<file path="config.mk">
export PLATFORM = sky130hd
export DESIGN_NAME = weekday_alarm_dose_scheduler_unit
export DESIGN_NICKNAME = d
export VERILOG_FILES = /design/src/wads_pkg.sv /design/src/wads_ctrl.sv /design/src/wads_datapath.sv /design/src/weekday_alarm_dose_scheduler_unit.sv
export VERILOG_INCLUDE_DIRS = /design/src /design/src/src
export SDC_FILE = /design/constraint.sdc
export NUM_CORES = 1
export LEC_CHECK = 0
export BUFFER_PORTS_ARGS = -buffer_cell sky130_fd_sc_hd__buf_4
export CORE_MARGIN = 2
export CORE_UTILIZATION = 45
export DETAILED_ROUTE_END_ITERATION = 6
export GPL_TIMING_DRIVEN = 0
export SYNTH_ARGS = -nofsm -noshare
export SYNTH_HDL_FRONTEND = slang
export SYNTH_SLANG_ARGS = --single-unit
</file>
<file path="constraint.sdc">
create_clock -name clk_i -period 5.2 [get_ports clk_i]
set_input_delay 1.04 -clock clk_i [delete_from_list [all_inputs] [get_ports clk_i]]
set_output_delay 1.04 -clock clk_i [all_outputs]
set_load 0.01 [all_outputs]
</file>
<file path="src/weekday_alarm_dose_scheduler_unit_macros.svh">
// Assertion macros used by the dose scheduler controller.
`ifndef WEEKDAY_ALARM_DOSE_SCHEDULER_UNIT_MACROS_SVH
`define WEEKDAY_ALARM_DOSE_SCHEDULER_UNIT_MACROS_SVH

// Same-cycle implication, disabled during reset.
`define WADS_ASSERT_NOW(lbl, ante, cons) \
  lbl: assert property (@(posedge clk_i) disable iff (!rst_ni) (ante) |-> (cons)) \
    else $error("scheduler check failed");

// Next-cycle implication, disabled during reset.
`define WADS_ASSERT_NEXT(lbl, ante, cons) \
  lbl: assert property (@(posedge clk_i) disable iff (!rst_ni) (ante) |=> (cons)) \
    else $error("scheduler check failed");

`endif

</file>
<file path="src/wads_pkg.sv">
// Types, codes and helper functions of the dose scheduler.
`timescale 1ns / 1ps
package wads_pkg;

  localparam int unsigned CountW = 3;
  localparam logic [4:0] MaxHour = 5'd23;
  localparam logic [5:0] MaxMinute = 6'd59;
  localparam logic [4:0] NoonHour = 5'd12;
  localparam logic [3:0] MaxSlot = 4'd14;
  localparam logic [2:0] NoWeekday = 3'd7;
  localparam logic [2:0] Sunday = 3'd0;
  localparam logic [2:0] SundayAdj = 3'd6;
  localparam logic [11:0] StepsReset = 12'd2048;
  localparam logic [5:0] WindowReset = 6'd5;

  typedef enum logic [2:0] {
    CmdTick     = 3'd0,
    CmdAdd      = 3'd1,
    CmdDelete   = 3'd2,
    CmdClear    = 3'd3,
    CmdDispense = 3'd4
  } cmd_e;

  typedef enum logic [2:0] {
    KindAccepted  = 3'd0,
    KindRejected  = 3'd1,
    KindScheduled = 3'd2,
    KindManual    = 3'd3,
    KindNone      = 3'd4
  } kind_e;

  typedef enum logic {
    CfgStepsPerSlot  = 1'b0,
    CfgTriggerWindow = 1'b1
  } cfg_e;

  typedef struct packed {
    logic [2:0] command;
    logic [4:0] hour;
    logic [5:0] minute;
    logic [5:0] second;
    logic [2:0] weekday;
    logic [7:0] day_mask;
    logic [7:0] dose_count;
    logic [2:0] entry_index;
  } wads_in_t;

  typedef struct packed {
    logic [2:0]  kind;
    logic [2:0]  alarm_number;
    logic [3:0]  slot;
    logic [15:0] steps_to_slot;
    logic [7:0]  doses_out;
    logic        last;
  } wads_out_t;

  // Controller to datapath.
  typedef struct packed {
    logic latch;
    logic exec;
    logic scan;
    logic emit;
  } wads_ctl_t;

  // Datapath to controller.
  typedef struct packed {
    logic is_tick;
    logic emit_last;
  } wads_sts_t;

  // Compartment from weekday and AM/PM; Sunday maps to the last day pair.
  function automatic logic [3:0] slot_for(logic [2:0] weekday, logic [4:0] hour);
    logic [2:0] adj;
    logic [4:0] s;
    adj = (weekday == Sunday) ? SundayAdj : weekday - 3'd1;
    s = 5'd1 + {1'b0, adj, 1'b0} + {4'd0, (hour < NoonHour)};
    if (s > {1'b0, MaxSlot}) begin
      s = {1'b0, MaxSlot};
    end
    return s[3:0];
  endfunction

endpackage

</file>
<file path="src/wads_ctrl.sv">
// Sequencing state machine of the dose scheduler.
`timescale 1ns / 1ps
`include "weekday_alarm_dose_scheduler_unit_macros.svh"
module wads_ctrl
  import wads_pkg::*;
(
  input  logic      clk_i,
  input  logic      rst_ni,
  input  logic      start_i,
  input  wads_sts_t sts_i,
  output wads_ctl_t ctl_o,
  output logic      busy_o,
  output logic      result_valid_o
);

  typedef enum logic [1:0] {
    StIdle,
    StRun,
    StEmit
  } state_e;

  state_e state_q, state_d;
  logic   result_valid_q, result_valid_d;

  always_comb begin
    state_d        = state_q;
    result_valid_d = 1'b0;
    ctl_o          = '0;
    case (state_q)
      StIdle: begin
        if (start_i) begin
          ctl_o.latch = 1'b1;
          state_d     = StRun;
        end
      end
      StRun: begin
        if (sts_i.is_tick) begin
          ctl_o.scan = 1'b1;
          state_d    = StEmit;
        end else begin
          ctl_o.exec     = 1'b1;
          result_valid_d = 1'b1;
          state_d        = StIdle;
        end
      end
      StEmit: begin
        ctl_o.emit     = 1'b1;
        result_valid_d = 1'b1;
        if (sts_i.emit_last) begin
          state_d = StIdle;
        end
      end
      default: begin
        state_d = StIdle;
      end
    endcase
  end

  always_ff @(posedge clk_i or negedge rst_ni) begin
    if (!rst_ni) begin
      state_q        <= StIdle;
      result_valid_q <= 1'b0;
    end else begin
      state_q        <= state_d;
      result_valid_q <= result_valid_d;
    end
  end

  assign busy_o         = (state_q != StIdle);
  assign result_valid_o = result_valid_q;

  `WADS_ASSERT_NEXT(a_start_runs, (state_q == StIdle) && start_i, state_q == StRun)
  `WADS_ASSERT_NEXT(a_emit_strobes, state_q == StEmit, result_valid_q)
  `WADS_ASSERT_NEXT(a_cmd_one_result, (state_q == StRun) && !sts_i.is_tick,
                    result_valid_q && (state_q == StIdle))
  `WADS_ASSERT_NOW(a_strobe_source, result_valid_q,
                   $past(state_q) == StRun || $past(state_q) == StEmit)

endmodule

</file>
<file path="src/wads_datapath.sv">
// Alarm table, fire logic and result register of the dose scheduler.
`timescale 1ns / 1ps
module wads_datapath
  import wads_pkg::*;
#(
  parameter int unsigned TABLE_DEPTH = 7
) (
  input  logic       clk_i,
  input  logic       rst_ni,
  input  wads_ctl_t  ctl_i,
  output wads_sts_t  sts_o,
  input  wads_in_t   cmd_i,
  input  logic       cfg_we_i,
  input  logic       cfg_index_i,
  input  logic [11:0] cfg_data_i,
  output wads_out_t  result_o
);

  localparam int unsigned IdxW = (TABLE_DEPTH > 1) ? $clog2(TABLE_DEPTH) : 1;

  wads_in_t    in_q, in_d;
  wads_out_t   res_q, res_d;
  logic [11:0] steps_q, steps_d;
  logic [5:0]  window_q, window_d;

  logic [4:0] hour_q [TABLE_DEPTH];
  logic [5:0] min_q [TABLE_DEPTH];
  logic [6:0] days_q [TABLE_DEPTH];
  logic [7:0] doses_q [TABLE_DEPTH];
  logic [4:0] hour_d [TABLE_DEPTH];
  logic [5:0] min_d [TABLE_DEPTH];
  logic [6:0] days_d [TABLE_DEPTH];
  logic [7:0] doses_d [TABLE_DEPTH];

  logic [CountW-1:0]      count_q, count_d;
  logic [TABLE_DEPTH-1:0] fired_q, fired_d;
  logic [TABLE_DEPTH-1:0] pend_q, pend_d;
  logic [2:0]             last_wd_q, last_wd_d;

  logic [TABLE_DEPTH-1:0] af_base, fire, min_eq, pick, rest;
  logic [7:0]             day_ext [TABLE_DEPTH];
  logic [IdxW-1:0]        sel;
  logic [3:0]             res_slot;
  logic                   add_ok;

  // Fire check of every entry in parallel; day change rearms first.
  always_comb begin
    for (int i = 0; i < TABLE_DEPTH; i++) begin
      af_base[i] = (in_q.weekday != last_wd_q) ? 1'b0 : fired_q[i];
      min_eq[i]  = (min_q[i] == in_q.minute);
      // Pad the mask so that the out-of-range day selects a zero bit.
      day_ext[i] = {1'b0, days_q[i]};
      fire[i]    = (3'(i) < count_q) && day_ext[i][in_q.weekday] &&
                   (hour_q[i] == in_q.hour) && min_eq[i] &&
                   (in_q.second <= window_q) && !af_base[i];
    end
  end

  // Lowest pending alarm goes out first.
  always_comb begin
    sel  = '0;
    pick = '0;
    for (int i = TABLE_DEPTH - 1; i >= 0; i--) begin
      if (pend_q[i]) begin
        sel  = IdxW'(i);
        pick = '0;
        pick[i] = 1'b1;
      end
    end
    rest = pend_q & ~pick;
  end

  assign add_ok = (count_q < CountW'(TABLE_DEPTH)) && (in_q.hour <= MaxHour) &&
                  (in_q.minute <= MaxMinute) && (in_q.dose_count != '0) &&
                  (in_q.day_mask != '0);

  always_comb begin
    in_d      = in_q;
    steps_d   = steps_q;
    window_d  = window_q;
    count_d   = count_q;
    fired_d   = fired_q;
    pend_d    = pend_q;
    last_wd_d = last_wd_q;
    hour_d    = hour_q;
    min_d     = min_q;
    days_d    = days_q;
    doses_d   = doses_q;
    res_d     = res_q;
    res_slot  = '0;

    if (cfg_we_i) begin
      case (cfg_index_i)
        CfgStepsPerSlot:  steps_d  = cfg_data_i;
        CfgTriggerWindow: window_d = cfg_data_i[5:0];
        default: ;
      endcase
    end

    if (ctl_i.latch) begin
      in_d = cmd_i;
    end

    if (ctl_i.exec) begin
      res_d      = '0;
      res_d.last = 1'b1;
      case (in_q.command)
        CmdAdd: begin
          if (add_ok) begin
            for (int i = 0; i < TABLE_DEPTH; i++) begin
              if (3'(i) == count_q) begin
                hour_d[i]  = in_q.hour;
                min_d[i]   = in_q.minute;
                days_d[i]  = in_q.day_mask[6:0];
                doses_d[i] = in_q.dose_count;
              end
            end
            count_d    = count_q + 3'd1;
            fired_d    = '0;
            res_d.kind = KindAccepted;
          end else begin
            res_d.kind = KindRejected;
          end
        end
        CmdDelete: begin
          if (in_q.entry_index < count_q) begin
            // Shift later entries down by one.
            for (int i = 0; i < TABLE_DEPTH - 1; i++) begin
              if ((3'(i) >= in_q.entry_index) && (3'(i + 1) < count_q)) begin
                hour_d[i]  = hour_q[i + 1];
                min_d[i]   = min_q[i + 1];
                days_d[i]  = days_q[i + 1];
                doses_d[i] = doses_q[i + 1];
              end
            end
            count_d    = count_q - 3'd1;
            fired_d    = '0;
            res_d.kind = KindAccepted;
          end else begin
            res_d.kind = KindRejected;
          end
        end
        CmdClear: begin
          count_d    = '0;
          fired_d    = '0;
          res_d.kind = KindAccepted;
        end
        CmdDispense: begin
          res_slot        = slot_for(in_q.weekday, 5'd0);
          res_d.kind      = KindManual;
          res_d.slot      = res_slot;
          res_d.doses_out = (in_q.dose_count == '0) ? 8'd1 : in_q.dose_count;
        end
        default: begin
          res_d.kind = KindRejected;
        end
      endcase
    end

    if (ctl_i.scan) begin
      last_wd_d = in_q.weekday;
      pend_d    = fire;
      for (int i = 0; i < TABLE_DEPTH; i++) begin
        fired_d[i] = (3'(i) < count_q) ? ((af_base[i] | fire[i]) & min_eq[i])
                                       : af_base[i];
      end
    end

    if (ctl_i.emit) begin
      res_d = '0;
      if (pend_q != '0) begin
        res_slot           = slot_for(in_q.weekday, hour_q[sel]);
        res_d.kind         = KindScheduled;
        res_d.alarm_number = 3'(sel);
        res_d.slot         = res_slot;
        res_d.doses_out    = doses_q[sel];
        res_d.last         = (rest == '0);
      end else begin
        res_d.kind = KindNone;
        res_d.last = 1'b1;
      end
      pend_d = rest;
    end

    if (ctl_i.exec || ctl_i.emit) begin
      res_d.steps_to_slot = 16'(res_slot) * 16'(steps_q);
    end
  end

  always_ff @(posedge clk_i or negedge rst_ni) begin
    if (!rst_ni) begin
      steps_q   <= StepsReset;
      window_q  <= WindowReset;
      count_q   <= '0;
      fired_q   <= '0;
      pend_q    <= '0;
      last_wd_q <= NoWeekday;
    end else begin
      steps_q   <= steps_d;
      window_q  <= window_d;
      count_q   <= count_d;
      fired_q   <= fired_d;
      pend_q    <= pend_d;
      last_wd_q <= last_wd_d;
    end
  end

  always_ff @(posedge clk_i) begin
    in_q    <= in_d;
    res_q   <= res_d;
    hour_q  <= hour_d;
    min_q   <= min_d;
    days_q  <= days_d;
    doses_q <= doses_d;
  end

  assign sts_o.is_tick   = (in_q.command == CmdTick);
  assign sts_o.emit_last = (rest == '0);
  assign result_o        = res_q;

endmodule

</file>
<file path="src/weekday_alarm_dose_scheduler_unit.sv">
// Top level of the weekday alarm dose scheduler.
`timescale 1ns / 1ps
// Weekday alarm dose scheduler. Issue a command by raising start while busy
// is low; the transaction is taken at that clock edge. Tick, add, delete,
// clear and manual dispense commands are supported. Every result appears on
// result_o for exactly one cycle with result_valid_o high, and the receiver
// must take it then: there is no way to hold results off. The last result of
// a command carries last set. Add, delete, clear, dispense and unknown codes
// give one result, computed in the run state and registered. A tick compares
// all table entries in parallel against the current time, then gives one
// result per fired alarm, lowest first (at least one, a "nothing fired" result
// when none match). The next command may be issued in the cycle the final
// result is shown. The configuration port (steps per slot, trigger window) is
// always ready and must only be written while busy is low and no result is
// outstanding. The alarm table has no reset; only populated entries are ever
// read.
module weekday_alarm_dose_scheduler_unit
  import wads_pkg::*;
#(
  parameter int unsigned TABLE_DEPTH = 7
) (
  input  logic        clk_i,
  input  logic        rst_ni,
  input  logic        start,
  output logic        busy,
  input  wads_in_t    cmd_i,
  output logic        result_valid_o,
  output wads_out_t   result_o,
  input  logic        cfg_valid_i,
  output logic        cfg_ready_o,
  input  logic        cfg_index_i,
  input  logic [11:0] cfg_data_i
);

  wads_ctl_t ctl;
  wads_sts_t sts;

  // Accept configuration writes at any time.
  assign cfg_ready_o = 1'b1;

  wads_ctrl u_ctrl (
    .clk_i          (clk_i),
    .rst_ni         (rst_ni),
    .start_i        (start),
    .sts_i          (sts),
    .ctl_o          (ctl),
    .busy_o         (busy),
    .result_valid_o (result_valid_o)
  );

  wads_datapath #(
    .TABLE_DEPTH (TABLE_DEPTH)
  ) u_datapath (
    .clk_i       (clk_i),
    .rst_ni      (rst_ni),
    .ctl_i       (ctl),
    .sts_o       (sts),
    .cmd_i       (cmd_i),
    .cfg_we_i    (cfg_valid_i && cfg_ready_o),
    .cfg_index_i (cfg_index_i),
    .cfg_data_i  (cfg_data_i),
    .result_o    (result_o)
  );

endmodule
</file>
* After elaboration in Yosys (flattened, before gate mapping)
Index checks and enable logic that the tools add are counted.
** Cells by class
- $lt $le $gt $ge :: 23
- Equality and inequality tests :: 45
- Mux-type cells :: 152
- Add/sub/neg operators :: 6
- Bitwise operators :: 18
- Multiply operators :: 1
- Reduce and logical (&&, ||, !) cells :: 82
** Operators with widths (number)
- $mux 7 :: 27
- $mux 8 :: 18
- $mux 35 :: 3
- $pmux 48 s2 :: 1
- $mux 42 :: 2
- $pmux 42 s2 :: 1
- $mux 6 :: 13
- $mux 5 :: 15
- $pmux 36 s2 :: 1
- $pmux 30 s2 :: 1
- $mux 56 :: 1
- $mux 49 :: 1
- $mux 48 :: 1
- $logic_and 1x1->1 :: 45
- $eq 6x6->1 :: 7
- $mux 36 :: 1
- $reduce_and 6->1 :: 6
- $eq 5x5->1 :: 7
- $mux 3 :: 11
- $mux 30 :: 1
- $mux 1 :: 29
- $ne 2x1->1 const B :: 14
- $bmux 8 s3 :: 1
- $mux 4 :: 6
- 60 further kinds :: 114
** Storage, ports and cells
- Bits of input ports :: 59
- Register bits after elaboration :: 300

* Depth between registers and ports, before layout
Gate-level depths: netlist of the first run.
- Depth in word-level cells :: 19
- Mapped depth :: 26

* Cells and area by module
A second synthesis of the first run with hierarchy kept.
** Unflattened totals
- Cells, all modules :: 1324
- Area total of the unflattened synthesis :: 15982.8 um^2
** By module, submodules not included
- wads_datapath :: cells an instance 1304, sequential area each 8735.9 um^2, instances 1, area each 15755.1 um^2
- wads_ctrl :: cells an instance 18, sequential area each 75.1 um^2, instances 1, area each 216.5 um^2
- weekday_alarm_dose_scheduler_unit :: cells an instance 2, sequential area each 0.0 um^2, instances 1, area each 11.3 um^2

* Least setup slack after synthesis of the first run
No wires, ideal clock.
- Kind :: register to register
- Start point :: register u_datapath.pend_q[2]
- End point :: register u_datapath.res_q, in the netlist u_datapath.result_o[22], data pin
- Period minus slack after synthesis :: 5.754 ns
- Cell stages (with the launch flop) :: 24
- Required time :: 4.943 ns
- Data arrival time :: 5.496 ns
- Setup slack :: -0.554 ns
- Library setup time :: 0.257 ns
- Path through :: dfrtp_1 > buf_6 > or2_1 > buf_2 > o21a_1 > buf_6 > a2111o_1 > nand3_2 > and3_1 > ha_1 > nand2_1 > o211ai_1 > nor3_4 > or3_1 > fa_1 > fa_1 > inv_1 > ha_1 > a211o_1 > a2111oi_0 > o21ai_0 > a31oi_1 > nor3_1 > o21a_1
** On the way
- Word-level cells in the longest chain between the ends :: 15
** Ends and longest elaborated chain
- start, declared :: line wads_datapath.sv:37 : logic [TABLE_DEPTH-1:0] pend_q, pend_d;
- start signal, assigned :: line wads_datapath.sv:203 : pend_q <= pend_d;
- $mux 3 (3 in series) :: line wads_datapath.sv:64 : if (pend_q[i]) begin
- $not 3->4 (not written as such) :: line wads_datapath.sv:172 : res_slot = slot_for(in_q.weekday, hour_q[sel]);
- $bmux 5 s3 :: line wads_datapath.sv:172
- $mux 5 (not written as such) (2 in series) :: line wads_datapath.sv:172
- $lt 5x4->1 :: line wads_pkg.sv:76 : s = 5'd1 + {1'b0, adj, 1'b0} + {4'd0, (hour < NoonHour)};
- $add 5x1->5 :: line wads_pkg.sv:76
- $gt 5x4->1 :: line wads_pkg.sv:77 : if (s > {1'b0, MaxSlot}) begin
- $mux 4 :: line wads_pkg.sv:77
- $mux 4 * :: line wads_datapath.sv:171 : if (pend_q != '0) begin
- $mux 4 * :: line wads_datapath.sv:169 : if (ctl_i.emit) begin
- $mul 4x12->16 * :: line wads_datapath.sv:186 : res_d.steps_to_slot = 16'(res_slot) * 16'(steps_q);
- $mux 16 * :: line wads_datapath.sv:185 : if (ctl_i.exec || ctl_i.emit) begin
- end signal, assigned :: line wads_datapath.sv:210 : res_q <= res_d;
- end, declared :: line wads_datapath.sv:22 : wads_out_t res_q, res_d;
Mark *: on every way between the ends. The rest lies on a longest branch, timed or not. The select of a mux whose other input is x is not followed.
A chain may end at the register's enable or synchronous reset.

* Final worst setup path of the first run
- Start point :: register u_datapath.pend_q[1]
- End point :: register u_datapath.res_q, in the netlist u_datapath.result_o[24], data pin
** On the way
- Word-level cells in the longest chain between the ends :: 14
** Ends and longest elaborated chain (line)
- $mux 3 (2 in series) :: wads_datapath.sv:64
- $not 3->4 (not written as such) :: wads_datapath.sv:172
- $bmux 5 s3 :: wads_datapath.sv:172
- $mux 5 (not written as such) (2 in series) :: wads_datapath.sv:172
- $lt 5x4->1 :: wads_pkg.sv:76
- $add 5x1->5 :: wads_pkg.sv:76
- $gt 5x4->1 :: wads_pkg.sv:77
- $mux 4 :: wads_pkg.sv:77
- $mux 4 * :: wads_datapath.sv:171
- $mux 4 * :: wads_datapath.sv:169
- $mul 4x12->16 * :: wads_datapath.sv:186
- $mux 16 * :: wads_datapath.sv:185
Marks and branches as above.

==> results of run 1 <==
[registers in the layout (all words and copies together), names as in the netlist]
| register | cells |
|---|---|
| u_datapath.steps_q | 12 |
| u_datapath.last_wd_q | 3 |
| u_ctrl.result_valid_o | 1 |
| u_datapath.min_q | 42 |
| u_ctrl.state_q | 2 |
| u_datapath.in_q | 42 |
| u_datapath.fired_q | 7 |
| u_datapath.doses_q | 56 |
| u_datapath.result_o | 35 |
| u_datapath.hour_q | 35 |
| u_datapath.pend_q | 7 |
| u_datapath.day_ext | 49 |
| u_datapath.window_q | 6 |
| u_datapath.count_q | 3 |
[stage by stage]
step / hold slack [ps] / setup WS (ps)
6_report: 448 / -189
5_1_grt: 454 / -364
4_1_cts: 448 / -265
3_5_place_dp: 434 / -892
3_3_place_gp: 431 / -1370
2_1_floorplan: 424 / -69.5
[layout make-up]
type                    count  area (µm²)
clock inverters            18         123
repair buffers            153        1280
inverters                  62         240
fillers                  2971       15300
clock buffers              46         938
plain buffers              82         408
well taps                 455         569
flip-flops and latches    300        8810
multi-input cells         908        6990
[timing repair]
item                                    in CTS  in global routing
endpoints found under the setup margin      11                  9
pin swaps                                   28                 42
setup buffers                               26                 24
resized for setup                           62                 68
[path summary, 6_finish.rpt]
| kind | slack [ps] | cells after the start | from | to |
|---|---|---|---|---|
| setup / recovery | -190 | 22 | u_datapath.pend_q[1] | u_datapath.result_o[24] |
| hold / removal | 450 | 0 | u_datapath.in_q[33] | u_datapath.min_q[5] |
| setup reg to reg | -190 | 22 | u_datapath.pend_q[1] | u_datapath.result_o[24] |
| hold reg to reg | 450 | 0 | u_datapath.in_q[33] | u_datapath.min_q[5] |
| max in group asynchronous | 4250 | 1 | rst_ni | u_datapath.pend_q[3] |
| min in group asynchronous | 520 | 1 | rst_ni | u_datapath.count_q[1] |
[power groups by stage]
stage | clock (mW) | combinational, mW | sequential [mW]
floorplan | 0 | 1.52 | 3.45
global placement | 0 | 2.28 | 3.47
detailed placement | 0 | 2.41 | 3.46
CTS | 2.35 | 2.50 | 3.41
global route | 2.46 | 2.84 | 3.45
finish | 2.30 | 2.58 | 3.41
[worst max-delay path, stage by stage, from the launching register on]
cell and delay [ps]:
dfrtp_1 410, buf_6 160, nor2_4 150, a221oi_4 90, buf_4 150, a2111o_1 430, nand3_2 100, and3_4 220
ha_4 180, nand2_4 60, o211ai_1 150, nor3_4 60, or3_4 330, fa_2 540, fa_1 450, inv_2 90
ha_4 200, a211o_4 350, a2111oi_4 410, o21ai_2 140, a31oi_2 240, nor3_2 50, o21a_1 180
[cell families after synthesis]
| logic type | synth area share [%] |
|---|---|
| flip-flops | 55.6 |
| AO/OA/AOI/OAI | 14.1 |
| other | 0.0237 |
| multiplexers | 3.45 |
| XOR/XNOR | 4.75 |
| adder cells (fa/ha/maj) | 5.89 |
| buffers and inverters | 3.92 |
| AND/OR/NAND/NOR | 12.2 |
[placed cells by master, fill, tap and decap left out, types with 18 or more instances in the layout]
cell	synthesis	final
dfrtp_1	35	33
fa_1	20	18
clkbuf_16	0	36
inv_1	60	49
buf_4	4	143
a21oi_1	42	37
nand3_1	24	24
edfxtp_1	259	259
o21ai_0	48	42
xor2_1	58	58
ha_1	41	30
a21o_1	120	120
xnor2_1	28	28
and2_1	39	32
nand2_1	183	179
nor2_1	33	28
mux2_2	23	23
clkbuf_1	60	65
nor3_1	28	19
[per-layer routing]
layer	vias to the layer above	share of wire, %
met2	317	48
met5	-	0
met3	77	5.1
met4	0	2.7
li1	5290	-
met1	5731	44
==> impl_metrics.yaml, run 1 <==
run_status:
  outcome: "complete, but fails checks"
  violations: "negative setup slack"
grt:
  grtUsageTotal_pct: 22.6
  use_met2_pct: 37.3
  grt_pass1_wl_um: 63700
  grt_util_met1_pct: 30.5
  grt_start_max_net_pins: 42
  grt.met3_usage_pct: 3.73
  antenna_found_initial: 0
  grt_pass1_vias: 11400
  grt.busiest_layer: "met2"
  grt_overflow: 0
synth:
  async_flop_share_pct: 13.7
  yosys.area.top_type_share_pct: 49.1
  synth_cell_types: 77
  avgSynthCellArea_um2: 11.7
  synth_common_cells: "edfxtp_1 (259), nand2_1 (183), a21o_1 (120), clkbuf_1 (60), inv_1 (60)"
  netlist_instances: 1357
  synth_flop_cell: "edfxtp_1"
  synth_area_leaders: "edfxtp_1 (49%), a21o_1 (5.7%), dfrtp_1 (5.5%)"
  syn-num-nets: 1477
  ys_ff_latch: 300
  synth.most_common_cell: "edfxtp_1"
  synth-seq-area-share_pct: 55.6
  synth_edf_count: 259
  netlist_area_mm2: 0.0158
  yosys.area.top_type: "edfxtp_1"
  ys.warnings.count: 0
place:
  dpl-instance-area_mm2: 0.0174
  place_hpwl_um: 28800
  globalplace.congestion: 0.865
  port_buffers: 95
  placed_cells: 1915
floorplanning:
  ios: 97
  initial_core_util_pct: 45.8
  design.core.area_mm2: 0.0346
  dieArea_mm2: 0.0367
  floorplan.die.width_um: 192
  rows: 68
  die_h_um: 192
setup_path:
  critPathKind: "register to register"
  path_max_fanout: 7
  cp-end-kind: "register"
  critPathArrivalTime_ps: 5660
  crit_required_ps: 5470
  critPathLaunchType: "register"
timing:
  grt_setup_unrepaired: "yes"
  setup_viol: 4
  drv_slew: 0
  tns_ps: -448
  finalHoldViolCount: 0
  skew_ps: 8.57
  timing.final.crit_share_pct: 104
  slew_headroom_pct: 10.4
  tightest_slew_ps: 1330
  setup_slack_ps: -189
  finalCriticalPeriod_ps: 5390
  max_freq_mhz: 186
detailed_routing:
  initialDrtViolationCount: 864
  detail-route-antenna-nets: 0
  routed-via-count: 11400
  vias_per_cell: 5.64
  drt_pre_antenna_iters: 5
  wire_per_inst_um: 20.3
  routed_wl_um: 41000
  drc_errors: 0
pwr:
  pwr-share-clk_pct: 27.8
  power.internal_mw: 5.54
  p_seq_share_pct: 41.1
  leakagePower_nw: 7.95
  switchingPower_mw: 2.74
  power_mw: 8.29
  powerDensity_mw_per_mm2: 428
  ir_worst_vdd_mv: 0.254
  swShare_pct: 33.1
  power.share.combinational_pct: 31.1
job:
  drv_cap: 0
clock_network:
  clkSinkCount: 300
  cts.path.max_buffers: 3
  cts_buffers: 35
  clk_pin_slew_worst_paths_ps: 60
  htreeDepth: 2
  cts_hold_buf: 0
  cts-root-buf: "clkbuf_16"
  tritoncts: "yes"
  worstSkewPairLatency_ps: 520
layout:
  synthToLayoutAreaGrowth_pct: 22.2
  fin_nets: 1662
  final_layout_size_suffix_gt1_share_pct: 23.1
  finalInstanceArea_mm2: 0.0194
  post-route-util_pct: 55.9
  stdcell_count: 2024
  n_antenna_cell: 0
worst_hold_path:
  min_path_type: "register to register"
Power figures use the tool's default switching activity.
==> run 2, diff against run 1 <==
Settings changed: PLACE_DENSITY from default to 0.65.
==> impl_metrics.yaml, run 2 (synthesis results as in run 1) <==
timing:
  drv_slew: 0
  finalHoldViolCount: 0
  finalCriticalPeriod_ps: 5510
  tightest_slew_ps: 1270
  setup_slack_ps: -305
  timing.final.crit_share_pct: 106
  grt_setup_unrepaired: "yes"
  slew_headroom_pct: 14.4
  setup_viol: 6
  max_freq_mhz: 182
  skew_ps: 21.7
place:
  place_worst_setup_slack_ps: -881
  place_hpwl_um: 28900
  port_buffers: 95
  placed_cells: 1916
  globalplace.congestion: 0.882
clock_network:
  cts.path.max_buffers: 3
  clkSinkCount: 300
  cts_buffers: 36
  clk_pin_slew_worst_paths_ps: 60
  tritoncts: "yes"
  cts-root-buf: "clkbuf_16"
  cts_hold_buf: 0
  worstSkewPairLatency_ps: 520
  htreeDepth: 2
layout:
  synthToLayoutAreaGrowth_pct: 21.0
  fin_nets: 1648
  n_antenna_cell: 0
  registers.top_by_ff_count: "u_datapath.doses_q"
  final_layout_size_suffix_gt1_share_pct: 21.4
  final_cell_mix: "edfxtp_1 (259), nand2_1 (179), buf_4 (127)"
  final_common_cell: "edfxtp_1"
  largest_reg_flops: 56
  stdcell_count: 2011
run_status:
  outcome: "complete, but fails checks"
  violations: "negative setup slack"
floorplanning:
  initial_core_util_pct: 45.8
  ios: 97
  dieArea_mm2: 0.0367
  rows: 68
  design.core.area_mm2: 0.0346
  floorplan.die.width_um: 192
  die_h_um: 192
detailed_routing:
  initialDrtViolationCount: 874
  routed-via-count: 11300
  routed_wl_um: 40700
  drt_pre_antenna_iters: 5
  detail-route-antenna-nets: 0
  drc_errors: 0
  vias_per_cell: 5.64
  wire_per_inst_um: 20.2
setup_path:
  critPathArrivalTime_ps: 5780
  cp-end-kind: "register"
  path_max_fanout: 4
  crit_required_ps: 5470
  critPathKind: "register to register"
  critPathLaunchType: "register"
pwr:
  powerDensity_mw_per_mm2: 437
  ir_worst_vdd_mv: 0.366
  leakagePower_nw: 7.88
  power_mw: 8.39
grt:
  antenna_found_initial: 0
  grt_pass1_wl_um: 62400
  grt_start_max_net_pins: 42
  grt_overflow: 0
  grtUsageTotal_pct: 22.1
  grt_pass1_vias: 11300
worst_hold_path:
  min_path_type: "register to register"
job:
  drv_cap: 0
==> run 2: changes by cell type in the layout (fill, tap and decap cells not counted), sizes merged <==
cell,delta
buf,-16
clkbuf,+5
clkinv,-5
inv,+2
bufinv,+1
==> run 2: area by class of cell <==
class                   count  area (µm²)
well taps                 455         569
multi-input cells         908        6850
inverters                  62         240
plain buffers              83         405
clock buffers              50         996
fillers                  2902       15500
flip-flops and latches    300        8810
clock inverters            16         146
repair buffers            137        1160
==> run 2: metal layers <==
metal | GRT usage, % | part of all wire, % | vias to the layer above | wire, µm
met3 | 3.23 | 6.3 | 64 | 2570
met4 | 6.51 | 2.4 | 0 | 984
met2 | 38.3 | 50 | 399 | 20300
met5 | 0 | 0 | - | 0
met1 | 28.8 | 41 | 5604 | 16900
li1 | - | - | 5273 | -
==> run 2: worst paths after layout <==
path,depth (start not counted),end,slack (ps),start
worst min-delay path,0,u_datapath.min_q[3],450,u_datapath.in_q[31]
max in group asynchronous,1,u_datapath.pend_q[6],4240,rst_ni
worst min register to register,0,u_datapath.min_q[3],450,u_datapath.in_q[31]
min in group asynchronous,1,u_ctrl.result_valid_o,520,rst_ni
worst max-delay path,21,u_datapath.result_o[22],-310,u_datapath.pend_q[2]
worst max register to register,21,u_datapath.result_o[22],-310,u_datapath.pend_q[2]
==> run 2: critical path, stage by stage (launching register included) <==
cell,delay [ps]
dfrtp_1,430
or2_4,280
o21a_1,220
a2111o_1,370
nand3_2,120
and3_4,230
ha_4,160
nand2_4,50
o211ai_1,150
nor3_4,70
buf_4,140
or3_4,360
fa_1,480
fa_1,540
inv_2,60
ha_4,230
a211o_1,310
a2111oi_4,410
o21ai_2,140
a31oi_1,240
nor3_1,90
o21a_1,190
==> run 2: power by group <==
part           switching [mW]  internal, mW
combinational            1.54         0.997
clock                   0.999          1.45
sequential              0.200          3.20
==> run 2: repair_timing <==
item | in CTS | in global routing
gates cloned | 0 | 2
pin swaps | 26 | 30
setup buffers | 18 | 13
setup endpoints to repair | 11 | 11
gates resized for setup | 54 | 35
==> run 2: per-stage QoR <==
step	hold WS [ps]	TNS, ps	utilization, %	area, µm²
6_report	447	-957	55.4	19200
5_1_grt	466	-2620	55.4	19200
4_1_cts	447	-2110	54.7	18900
2_1_floorplan	424	-139	-	15900
3_5_place_dp	434	-6800	50.5	17500
3_3_place_gp	433	-127330	49.6	17200
==> run 3, diff against run 2 <==
Settings changed: CTS_BUF_LIST from default to sky130_fd_sc_hd__clkbuf_2.
==> impl_metrics.yaml, run 3 (synthesis results as in run 1) <==
setup_path:
  worst_r2r_path_depth: 23
  worstReg2RegStart: "u_datapath.pend_q[2]"
  reg2reg_slack_ps: -190
  path_max_fanout: 9
  cp-end-kind: "register"
  critPathKind: "register to register"
  crit_required_ps: 5910
  critPathArrivalTime_ps: 6100
  critPathLaunchType: "register"
  r2r-end: "u_datapath.result_o[22]"
grt:
  grt_start_max_net_pins: 42
  grt_pass1_wl_um: 63800
  antenna_found_initial: 1
  grtUsageTotal_pct: 22.8
  grt_pass1_vias: 11900
  grt_overflow: 0
pwr:
  power.share.combinational_pct: 33.0
  leakagePower_nw: 8.01
  p_seq_share_pct: 43.5
  swShare_pct: 35.5
  switchingPower_mw: 2.78
  powerDensity_mw_per_mm2: 410
  power.internal_mw: 5.04
  pwr-share-clk_pct: 23.6
  ir_worst_vdd_mv: 0.229
worst_hold_path:
  min_path_type: "input pin to register"
  hold_end: "u_datapath.in_q[39]"
  worstHoldStart: "cmd_i[39]"
  hold_depth: 1
floorplanning:
  dieArea_mm2: 0.0367
  floorplan.die.width_um: 192
  ios: 97
  rows: 68
  design.core.area_mm2: 0.0346
  initial_core_util_pct: 45.8
  die_h_um: 192
place:
  port_buffers: 95
  place_worst_setup_slack_ps: -881
  globalplace.congestion: 0.882
  place_hpwl_um: 28900
  placed_cells: 1916
detailed_routing:
  vias_per_cell: 5.60
  routed_wl_um: 41400
  drc_errors: 0
  detail-route-antenna-nets: 0
  routed-via-count: 11800
  initialDrtViolationCount: 849
  wire_per_inst_um: 19.7
  drt_pre_antenna_iters: 5
layout:
  fillCellCount: 2958
  synthToLayoutAreaGrowth_pct: 20.2
  final_layout_size_suffix_gt1_share_pct: 26.7
  registers.top_by_ff_count: "u_datapath.doses_q"
  largest_reg_flops: 56
  stdcell_count: 2102
  final_cell_mix: "edfxtp_1 (259), nand2_1 (178), buf_4 (132)"
  post-route-util_pct: 55.0
  fin_nets: 1706
  multi_input_area_mm2: 0.00691
  final_common_cell: "edfxtp_1"
  seq_area_mm2: 0.00881
timing:
  setup_viol: 7
  tns_ps: -787
  tightest_slew_ps: 1260
  hold_ws_ps: 254
  setup_slack_ps: -186
  finalHoldViolCount: 0
  drv_slew: 0
  max_freq_mhz: 186
  slew_headroom_pct: 15.2
  timing.final.crit_share_pct: 104
  skew_ps: 88.0
  grt_setup_unrepaired: "yes"
  finalCriticalPeriod_ps: 5390
clock_network:
  clkSinkCount: 300
  htreeDepth: 3
  tritoncts: "yes"
  cts-root-buf: "clkbuf_2"
  worstSkewPairLatency_ps: 970
  cts_buffers: 83
  cts.path.max_buffers: 3
  clk_pin_slew_worst_paths_ps: 90
run_status:
  outcome: "complete, but fails checks"
  violations: "negative setup slack"
job:
  drv_cap: 0
run 3: what timing repair did:
item,CTS,global route
hold buffers,1,0
setup buffers,30,13
gates resized for setup,73,45
setup endpoints to repair,11,9
pin swaps,33,43
endpoints found under the hold margin,23,0
run 3: worst max-delay path by stage:
stage                               start  cells past startpoint  slack, ps                 endpoint
global route         u_datapath.pend_q[6]                     22       -370  u_datapath.result_o[22]
floorplan            u_datapath.pend_q[2]                     23        -70  u_datapath.result_o[24]
finish               u_datapath.pend_q[2]                     23       -190  u_datapath.result_o[22]
detailed placement    u_datapath.in_q[20]                     25       -880  u_datapath.result_o[24]
global placement    u_datapath.count_q[2]                      7      -1270   u_datapath.doses_q[35]
CTS                  u_datapath.pend_q[2]                     22       -280  u_datapath.result_o[24]
run 3: metal layers:
| metal | GRT usage, % | share of wire (%) | vias up |
|---|---|---|---|
| met5 | 0 | 0 | - |
| met4 | 10.2 | 3.2 | 0 |
| met3 | 4.49 | 6.9 | 87 |
| met2 | 38.1 | 49 | 433 |
| met1 | 28.6 | 41 | 5808 |
| li1 | - | - | 5434 |
run 3: power by group through the flow:
stage	Sequential (mW)	Clock, mW	Combinational [mW]
global placement	3.47	0	2.27
detailed placement	3.45	0	2.42
CTS	3.40	1.92	2.53
finish	3.40	1.84	2.58
global route	3.44	2.04	2.82
floorplan	3.45	0	1.52
run 3: area by class of cell:
cell class / instances / area share, %
clock buffer: 121 / 3.18
inverter: 62 / 1.25
sequential: 300 / 46.3
antenna: 1 / 0.0131
timing repair buffer: 148 / 6.72
multi-input combinational: 908 / 36.3
tap: 455 / 2.99
buffer: 83 / 2.22
clock inverter: 24 / 1.05
run 3: worst max-delay path, cell delays in order (launching register included):
cell and delay (ps):
dfrtp_1 380, buf_6 130, or4_1 490, buf_6 170, nor2_4 130, nand3_2 110
and3_4 220, buf_6 120, ha_4 250, a21o_1 140, o21ai_2 70, clkbuf_8 160
and2_4 150, fa_1 470, inv_1 50, fa_1 490, inv_2 50, ha_4 170
a211o_1 330, a2111oi_4 420, o21ai_2 130, a31oi_1 230, nor3_1 90, o21a_1 170
run 3: through the flow:
step | power, mW | instance area, µm²
after floorplan | 4.96 | 15900
after global placement | 5.74 | 17200
after detailed placement | 5.87 | 17500
after CTS | 7.84 | 18800
after global routing | 8.30 | 19000
final | 7.82 | 19000
